--- src/rtl/cbq_pkg.sv ---
package cbq_pkg;

	localparam int BANDS_DEF  = 8;
	localparam int NCOEF      = 5;
	localparam int NHIST      = 4;
	localparam int SAMP_W     = 24;
	localparam int COEF_W     = 32;
	localparam int PROD_W     = SAMP_W + COEF_W;
	localparam int ACC_W      = 60;
	localparam int FRAC_SHIFT = 26;
	localparam int LD_AW      = 7;
	localparam int PH_W       = 3;

	localparam logic [PH_W-1:0] PH_LAST = PH_W'(NCOEF + 1);

	// coefficient slots within a section
	localparam logic [2:0] K_B0 = 3'd0;
	localparam logic [2:0] K_B1 = 3'd1;
	localparam logic [2:0] K_B2 = 3'd2;
	localparam logic [2:0] K_A1 = 3'd3;
	localparam logic [2:0] K_A2 = 3'd4;

	localparam logic [ACC_W-1:0] ROUND_BIAS = ACC_W'(1) << (FRAC_SHIFT - 1);
	localparam logic signed [SAMP_W-1:0] SAT_MAX = {1'b0, {(SAMP_W-1){1'b1}}};
	localparam logic signed [SAMP_W-1:0] SAT_MIN = {1'b1, {(SAMP_W-1){1'b0}}};

	typedef enum logic [1:0] {
		OP_PROC  = 2'd0,
		OP_LOAD  = 2'd1,
		OP_CLEAR = 2'd2
	} opcode_t;

	typedef enum logic [1:0] {
		ST_IDLE,
		ST_RUN,
		ST_FINISH
	} state_t;

	typedef struct packed {
		logic en;
		logic first;
		logic sub;
	} mac_ctl_t;

endpackage

--- src/rtl/cbq_mac.sv ---
module cbq_mac (
	input  logic                                  clk,
	input  logic                                  arst_n,
	input  cbq_pkg::mac_ctl_t                     ctl,
	input  logic signed [cbq_pkg::COEF_W-1:0]     coef,
	input  logic signed [cbq_pkg::SAMP_W-1:0]     operand,
	output logic signed [cbq_pkg::SAMP_W-1:0]     y,
	output logic                                  sat
);
	import cbq_pkg::*;

	localparam int HI_LSB = FRAC_SHIFT + SAMP_W - 1;

	mac_ctl_t                   ctl_s2;
	logic signed [PROD_W-1:0]   prod_s2;
	logic signed [ACC_W-1:0]    acc_q;
	logic signed [ACC_W-1:0]    prod_ext;
	logic signed [ACC_W-1:0]    acc_base;
	logic [ACC_W-1:HI_LSB]      acc_hi;
	logic                       in_range;

	always_ff @(posedge clk or negedge arst_n) begin
		if (!arst_n) begin
			ctl_s2 <= '0;
		end else begin
			ctl_s2 <= ctl;
		end
	end

	always_ff @(posedge clk) begin
		prod_s2 <= PROD_W'(coef) * PROD_W'(operand);
	end

	assign prod_ext = ACC_W'(prod_s2);
	assign acc_base = ctl_s2.first ? $signed(ROUND_BIAS) : acc_q;

	// bias is folded in at the first product so the final shift rounds half up
	always_ff @(posedge clk) begin
		if (ctl_s2.en) begin
			acc_q <= ctl_s2.sub ? (acc_base - prod_ext) : (acc_base + prod_ext);
		end
	end

	assign acc_hi   = acc_q[ACC_W-1:HI_LSB];
	assign in_range = (&acc_hi) | ~(|acc_hi);
	assign sat      = ~in_range;
	assign y        = in_range ? acc_q[HI_LSB:FRAC_SHIFT]
	                           : (acc_q[ACC_W-1] ? SAT_MIN : SAT_MAX);

endmodule

--- src/rtl/cascaded_biquad_equalizer.sv ---
// a process item runs the sections in order and its result is registered at the end
// a new item is taken only once the block is idle again: the shared multiplier does
//   five products per section plus a two-stage drain, then a result state returns to idle;
//   longer only while an earlier result waits; load and clear items keep the block ready
// reset: coefficients and filter history read as zero, no result pending, block ready
// a clear item zeroes all history at once through per-row valid bits
module cascaded_biquad_equalizer #(
	parameter int BANDS = cbq_pkg::BANDS_DEF
) (
	input  logic                                  clk,
	input  logic                                  arst_n,
	input  logic                                  in_valid,
	output logic                                  in_ready,
	input  logic [1:0]                            opcode,
	input  logic signed [cbq_pkg::SAMP_W-1:0]     sample_in,
	input  logic                                  block_last,
	input  logic [2:0]                            band_select,
	input  logic [2:0]                            coef_select,
	input  logic signed [cbq_pkg::COEF_W-1:0]     coef_value,
	output logic                                  out_valid,
	input  logic                                  out_ready,
	output logic signed [cbq_pkg::SAMP_W-1:0]     sample_out,
	output logic                                  clipped,
	output logic                                  block_last_out
);
	import cbq_pkg::*;

	localparam int NCW     = BANDS * NCOEF;
	localparam int CAW     = $clog2(NCW);
	localparam int BW      = (BANDS > 1) ? $clog2(BANDS) : 1;
	localparam int ROW_W   = NHIST * SAMP_W;

	// sequencer
	state_t               state_q, state_d;
	logic [BW-1:0]        band_q;
	logic [PH_W-1:0]      ph_q;
	logic [CAW-1:0]       caddr_q;

	// per-item working registers
	logic signed [SAMP_W-1:0] x_q;
	logic                     blast_q;
	logic                     clip_q;

	// coefficient store: one word per entry, valid bit per entry
	logic signed [COEF_W-1:0] coef_mem [NCW];
	logic [NCW-1:0]           coef_vld_q;
	logic signed [COEF_W-1:0] coef_rd_s1;
	logic                     coef_ok_s1;

	// history store: one row per section, {y2, y1, x2, x1}
	logic [ROW_W-1:0]         hist_mem [BANDS];
	logic [BANDS-1:0]         hist_vld_q;
	logic [ROW_W-1:0]         hist_rd_q;
	logic                     hist_ok_q;

	// multiplier stage one
	mac_ctl_t                 ctl_s1;
	logic [2:0]               k_s1;

	// output register
	logic                     out_valid_q;
	logic signed [SAMP_W-1:0] sample_out_q;
	logic                     clipped_q;
	logic                     block_last_out_q;

	// handshake and sequencing strobes
	logic                     in_acc;
	logic                     start;
	logic                     ld_we;
	logic                     clr;
	logic                     issue;
	logic                     hist_rd_en;
	logic                     round_mid;
	logic                     finish_go;
	logic                     wb;
	logic                     last_band;
	logic [BW-1:0]            wb_row;
	logic [LD_AW-1:0]         ld_addr7;
	logic [CAW-1:0]           ld_addr;

	// datapath
	logic [ROW_W-1:0]         hist_row;
	logic signed [SAMP_W-1:0] h_x1, h_x2, h_y1, h_y2;
	logic signed [SAMP_W-1:0] mac_operand;
	logic signed [COEF_W-1:0] mac_coef;
	logic signed [SAMP_W-1:0] y;
	logic                     sat;
	logic [ROW_W-1:0]         new_row;

	assign in_ready  = (state_q == ST_IDLE);
	assign in_acc    = in_valid & in_ready;
	assign last_band = (band_q == BW'(BANDS - 1));

	// load address is band*5 + slot; writes outside the configured bands are dropped
	assign ld_addr7 = {2'b00, band_select, 2'b00} + LD_AW'(band_select) + LD_AW'(coef_select);
	assign ld_addr  = ld_addr7[CAW-1:0];

	// next state
	always_comb begin
		state_d = state_q;
		case (state_q)
			ST_IDLE: begin
				if (in_acc && opcode == OP_PROC) state_d = ST_RUN;
			end
			ST_RUN: begin
				if (ph_q == PH_LAST && last_band) state_d = ST_FINISH;
			end
			ST_FINISH: begin
				if (!out_valid_q || out_ready) state_d = ST_IDLE;
			end
			default: state_d = ST_IDLE;
		endcase
	end

	// sequencer outputs
	always_comb begin
		start      = 1'b0;
		ld_we      = 1'b0;
		clr        = 1'b0;
		issue      = 1'b0;
		hist_rd_en = 1'b0;
		round_mid  = 1'b0;
		finish_go  = 1'b0;
		case (state_q)
			ST_IDLE: begin
				start = in_acc && opcode == OP_PROC;
				ld_we = in_acc && opcode == OP_LOAD
				        && (5'(band_select) < 5'(BANDS)) && (coef_select <= K_A2);
				clr   = in_acc && opcode == OP_CLEAR;
			end
			ST_RUN: begin
				// each section runs phases 0..6: reads issue in 0..4, products drain in 5..6
				issue      = (ph_q < PH_W'(NCOEF));
				hist_rd_en = (ph_q == '0);
				// previous section finishes while this one starts its reads
				round_mid  = (ph_q == '0) && (band_q != '0);
			end
			ST_FINISH: begin
				finish_go = !out_valid_q || out_ready;
			end
			default: begin
			end
		endcase
	end

	assign wb     = round_mid | finish_go;
	assign wb_row = round_mid ? (band_q - BW'(1)) : band_q;

	always_ff @(posedge clk or negedge arst_n) begin
		if (!arst_n) begin
			state_q <= ST_IDLE;
			band_q  <= '0;
			ph_q    <= '0;
			caddr_q <= '0;
		end else begin
			state_q <= state_d;
			if (start) begin
				band_q  <= '0;
				ph_q    <= '0;
				caddr_q <= '0;
			end else if (state_q == ST_RUN) begin
				if (ph_q == PH_LAST) begin
					ph_q <= '0;
					if (!last_band) band_q <= band_q + BW'(1);
				end else begin
					ph_q <= ph_q + PH_W'(1);
				end
				if (issue) caddr_q <= caddr_q + CAW'(1);
			end
		end
	end

	// coefficient memory
	always_ff @(posedge clk) begin
		if (ld_we) coef_mem[ld_addr] <= coef_value;
	end

	always_ff @(posedge clk) begin
		if (issue) coef_rd_s1 <= coef_mem[caddr_q];
	end

	always_ff @(posedge clk or negedge arst_n) begin
		if (!arst_n) begin
			coef_vld_q <= '0;
			coef_ok_s1 <= 1'b0;
		end else begin
			if (ld_we) coef_vld_q[ld_addr] <= 1'b1;
			if (issue) coef_ok_s1 <= coef_vld_q[caddr_q];
		end
	end

	// history memory
	always_ff @(posedge clk) begin
		if (wb) hist_mem[wb_row] <= new_row;
	end

	always_ff @(posedge clk) begin
		if (hist_rd_en) hist_rd_q <= hist_mem[band_q];
	end

	always_ff @(posedge clk or negedge arst_n) begin
		if (!arst_n) begin
			hist_vld_q <= '0;
			hist_ok_q  <= 1'b0;
		end else begin
			if (clr) hist_vld_q <= '0;
			else if (wb) hist_vld_q[wb_row] <= 1'b1;
			if (hist_rd_en) hist_ok_q <= hist_vld_q[band_q];
		end
	end

	// rows never written since reset or clear read as zero
	assign hist_row = hist_ok_q ? hist_rd_q : '0;
	assign h_x1     = hist_row[1*SAMP_W-1:0*SAMP_W];
	assign h_x2     = hist_row[2*SAMP_W-1:1*SAMP_W];
	assign h_y1     = hist_row[3*SAMP_W-1:2*SAMP_W];
	assign h_y2     = hist_row[4*SAMP_W-1:3*SAMP_W];

	// shift the section's history: x1 takes its input, y1 its output
	assign new_row  = {h_y1, y, h_x1, x_q};

	// tag of the operand pair arriving from the memories
	always_ff @(posedge clk or negedge arst_n) begin
		if (!arst_n) begin
			ctl_s1 <= '0;
		end else begin
			ctl_s1.en    <= issue;
			ctl_s1.first <= (ph_q == K_B0);
			ctl_s1.sub   <= (ph_q == K_A1) || (ph_q == K_A2);
		end
	end

	always_ff @(posedge clk) begin
		k_s1 <= ph_q;
	end

	always_comb begin
		case (k_s1)
			K_B0:    mac_operand = x_q;
			K_B1:    mac_operand = h_x1;
			K_B2:    mac_operand = h_x2;
			K_A1:    mac_operand = h_y1;
			K_A2:    mac_operand = h_y2;
			default: mac_operand = '0;
		endcase
	end

	assign mac_coef = coef_ok_s1 ? coef_rd_s1 : '0;

	cbq_mac u_mac (
		.clk     (clk),
		.arst_n  (arst_n),
		.ctl     (ctl_s1),
		.coef    (mac_coef),
		.operand (mac_operand),
		.y       (y),
		.sat     (sat)
	);

	// section input and saturation flag carried across the cascade
	always_ff @(posedge clk) begin
		if (start) begin
			x_q     <= sample_in;
			blast_q <= block_last;
		end else if (round_mid) begin
			x_q <= y;
		end
	end

	always_ff @(posedge clk or negedge arst_n) begin
		if (!arst_n) begin
			clip_q <= 1'b0;
		end else if (start) begin
			clip_q <= 1'b0;
		end else if (round_mid) begin
			clip_q <= clip_q | sat;
		end
	end

	// result register; the last section's rounding lands here directly
	always_ff @(posedge clk or negedge arst_n) begin
		if (!arst_n) begin
			out_valid_q <= 1'b0;
		end else if (finish_go) begin
			out_valid_q <= 1'b1;
		end else if (out_ready) begin
			out_valid_q <= 1'b0;
		end
	end

	always_ff @(posedge clk) begin
		if (finish_go) begin
			sample_out_q     <= y;
			clipped_q        <= clip_q | sat;
			block_last_out_q <= blast_q;
		end
	end

	assign out_valid      = out_valid_q;
	assign sample_out     = sample_out_q;
	assign clipped        = clipped_q;
	assign block_last_out = block_last_out_q;

endmodule

--- config.mk ---
export PLATFORM = sky130hd
export DESIGN_NAME = cascaded_biquad_equalizer
export DESIGN_NICKNAME = d
export VERILOG_FILES = /design/src/rtl/cbq_pkg.sv /design/src/rtl/cbq_mac.sv /design/src/rtl/cascaded_biquad_equalizer.sv
export SDC_FILE = /design/constraint.sdc
export NUM_CORES = 2
export LEC_CHECK = 0
export BUFFER_PORTS_ARGS = -buffer_cell sky130_fd_sc_hd__buf_4
export CELL_PAD_IN_SITES_DETAIL_PLACEMENT = 1
export CELL_PAD_IN_SITES_GLOBAL_PLACEMENT = 1
export CORE_MARGIN = 3
export CORE_UTILIZATION = 55
export CTS_BUF_LIST = sky130_fd_sc_hd__clkbuf_8
export CTS_CLUSTER_SIZE = 14
export DETAILED_ROUTE_END_ITERATION = 10
export PLACE_DENSITY_LB_ADDON = 0.1
export SLEW_MARGIN = 20
export SYNTH_ARGS = -nofsm -noshare
export SYNTH_HDL_FRONTEND = slang
export SYNTH_SLANG_ARGS = --single-unit
--- constraint.sdc ---
create_clock -name clk -period 35.5 [get_ports clk]
set_input_delay 0 -clock clk [delete_from_list [all_inputs] [get_ports clk]]
set_output_delay 0 -clock clk [all_outputs]
set_load 0.01 [all_outputs]
==> impl_metrics.tcl <==
set metrics [dict create \
    status "completed" \
    finClkSkew_ns 0.110 \
    tightestPinTransition_ns 1.11 \
    cts.sinks 2418 \
    whs_ns 0.182 \
    viasPerCell 6.07 \
    ant_nets 0 \
    synth_cell_type_count 77 \
    clk_pin_slew_worst_paths_ns 0.06 \
    hold_path_depth 5 \
    synth_top_family_by_area "adder cells" \
    fillers 19829 \
    cts_tree "yes" \
    finalInstanceArea_um2 136000 \
    syn_avg_cell_area_um2 15.9 \
    grt_pass1_wl_um 509000 \
    grt_pass1_vias 76898 \
    synthSimpleGateAreaFrac_pct 5.60 \
    crit_type "reg2reg" \
    grt_setup_unrepaired "false" \
    die_h_um 477 \
    worst-path-max-fanout 28 \
    worstPathArrival_ns 10.99 \
    nets 9210 \
    overflow 0 \
    max_stage_delay_ns 0.54 \
    vias 69084 \
    yosys_warnings 0 \
    gp_congestion 0.858 \
    wire_per_inst_um 29.7 \
    required_ns 36.48 \
    ys_seq_elements 2418 \
    clockRootBuffer "clkbuf_8" \
    boundaryPins 97 \
    synthCells 7677 \
    drt-pass1-iter-count 6 \
    slew_headroom_pct 26.3 \
    slew_violations 0 \
    synth-edff-count 2287 \
    grt_usage_pct 30.3 \
    insertion_delay_ns 1.10 \
    synthAdderAreaFrac_pct 15.1 \
    routed_wl_um 338000 \
    synth_compound_area_share_pct 3.00 \
    cts_setup_buffers 0 \
    synth.area.mux_share_pct 12.5 \
    critPathCaptureType "register" \
    layout-drive-gt1-share_pct 19.9 \
    postSynth.asyncResetShare_pct 2.98 \
    start_util_pct 55.5 \
    cts_buffer_depth 4 \
    crit_buf_inv 8 \
    fp.dieW_um 477 \
    finalSetupTns_ns 0 \
    setup_viol 0 \
    die_area_um2 228000 \
    fp.coreArea_um2 220000 \
    crit_cells 31 \
    syn2layout_area_growth_pct 11.4 \
    ys_seq_area_share_pct 58.7 \
    grt_max_degree 107 \
    synthXorXnorAreaFrac_pct 1.30 \
    finalHoldViolations 0 \
    dpl-instance-area_um2 127000 \
    hold_path.class "in2reg" \
    synth_fp_nets 8752 \
    drc 0 \
    drt_iter0_markers 6412 \
    dpl.hpwl_um 212000 \
    grt_antenna_before_repair 16 \
    path_common_cell "fa_1" \
    ys.flop_type "edfxtp_1" \
    cts_made_buffers 398 \
    cp_top_family "adder cells" \
    maxCapViolCount 0 \
    min_period_ns 10.01 \
    cp_slowest_cell "fa_1" \
    rrSetupSlack_ns 25.49 \
    num_rows 172 \
    port_buffers 96 \
    syn_area_um2 122000 \
    worst_setup_path_start_kind "register" \
    period_share_pct 28.2 \
    max_freq_ghz 0.0999 \
    h-tree-depth 5 \
    reg2reg_depth 31 \
]
[flip-flops by register name (all words and copies together), names as in the netlist, 3 cells and up]
| register | cells |
|---|---|
| sample_out | 24 |
| hist_rd_q | 96 |
| ph_q | 3 |
| caddr_q | 6 |
| coef_vld_q | 40 |
| band_q | 3 |
| hist_vld_q | 8 |
| k_s1 | 3 |
| coef_rd_s1 | 32 |
| u_mac.prod_s2 | 56 |
| u_mac.ctl_s2 | 3 |
| ctl_s1 | 3 |
| hist_mem | 768 |
| x_q | 24 |
| coef_mem | 1280 |
| u_mac.acc_q | 60 |
[area by class of cell]
type / instances / area, µm² / share of cell area, %
antenna: 9 / 22.5 / 0.0166
sequential: 2418 / 71700 / 52.7
clock inverter: 259 / 1360 / 1.00
clock buffer: 422 / 5810 / 4.27
tap: 2958 / 3700 / 2.72
inverter: 863 / 3240 / 2.38
multi-input combinational: 4034 / 46400 / 34.1
timing repair buffer: 420 / 3870 / 2.85
[worst min-delay path: stages]
cell and delay, ns:
buf_4 0.15, o21ai_0 0.12, o21ai_2 0.35, nor2_4 0.03, buf_4 0.33
[worst paths after layout]
check | startpoint | to
min in group asynchronous | arst_n | coef_vld_q[2]$_DFFE_PN0P_
hold reg to reg | ctl_s1[2]$_DFF_PN0_ | u_mac.ctl_s2[2]$_DFF_PN0_
setup / recovery | k_s1[1]$_DFF_P_ | u_mac.prod_s2[54]$_DFF_P_
hold / removal | band_select[2] | coef_mem[19][29]$_DFFE_PP_
max in group asynchronous | arst_n | caddr_q[0]$_DFFE_PN0P_
setup reg to reg | k_s1[1]$_DFF_P_ | u_mac.prod_s2[54]$_DFF_P_
[kinds of logic after synthesis]
logic type | count (synthesis)
flip-flops | 2418
AND/OR/NAND/NOR | 1501
buffers and inverters | 1225
adder cells (fa/ha/maj) | 1006
multiplexers | 774
AO/OA/AOI/OAI | 573
XOR/XNOR | 180
[per-stage QoR]
step / cells / utilization [%] / setup slack [ns]
floorplan: 7677 / - / 21.39
global placement: 10539 / 57.7 / 25.44
detailed placement: 10539 / 57.7 / 25.27
CTS: 11374 / 61.8 / 25.22
global route: 11377 / 61.8 / 24.95
finish: 11383 / 61.8 / 25.49
[layout by cell type, fill, tap and decap left out, types with 15 or more instances in the layout]
cell type,netlist,routed
a31oi_1,24,23
o21ai_0,80,80
o21a_1,25,25
dfxtp_1,59,58
nor2_4,0,48
nand2_1,488,488
dfrtp_1,72,58
inv_1,863,993
a21oi_1,194,193
buf_12,0,33
mux2i_1,41,41
a22oi_1,38,26
clkinv_2,0,40
fa_1,786,786
or2_2,52,52
edfxtp_1,2287,2287
nor2_1,531,482
xor2_1,38,38
nor3_1,43,41
and3_1,17,17
a22o_1,15,15
xnor2_1,141,141
ha_1,220,220
dlygate4sd3_1,0,122
mux2_2,143,143
nor2b_1,113,112
and2_1,114,113
nand2b_1,50,50
nand4_1,21,21
a211oi_1,45,45
o21bai_1,24,24
buf_4,0,265
a21o_1,60,60
nand3_1,25,25
mux4_2,590,590
clkbuf_8,0,422
clkinv_1,0,66
[synth_stat cells (60+ instances only)]
cell type	number	area share [%]
inv_1	863	2.7
nand2_1	488	1.5
o21ai_0	80	0.33
edfxtp_1	2287	56
a21oi_1	194	0.79
and2_1	114	0.58
nor2b_1	113	0.58
xnor2_1	141	1.0
mux2_2	143	1.3
buf_1	70	0.22
a21o_1	60	0.37
dfrtp_1	72	1.5
ha_1	220	2.3
nor2_1	531	1.6
mux4_2	590	11
clkbuf_1	288	0.89
fa_1	786	13
[repair_timing]
action | CTS | global route
endpoints found under the hold margin | 1419 | 0
hold buffers | 154 | 0
resized for setup | 0 | 0
setup endpoints to repair | 0 | 0
[routing by layer]
layer	global-route usage [%]	up-vias	part of all wire, %	routed length, µm
met5	0	-	0.022	76
met4	9.73	10	3.3	11200
met3	4.43	609	6.6	22300
met2	51.3	2753	51	172000
met1	40.9	37147	39	132000
li1	-	28565	-	-
Power is left out: the tool's default activity adds up to more than one toggle a clock period on the data nets, which glitch-free logic cannot reach.
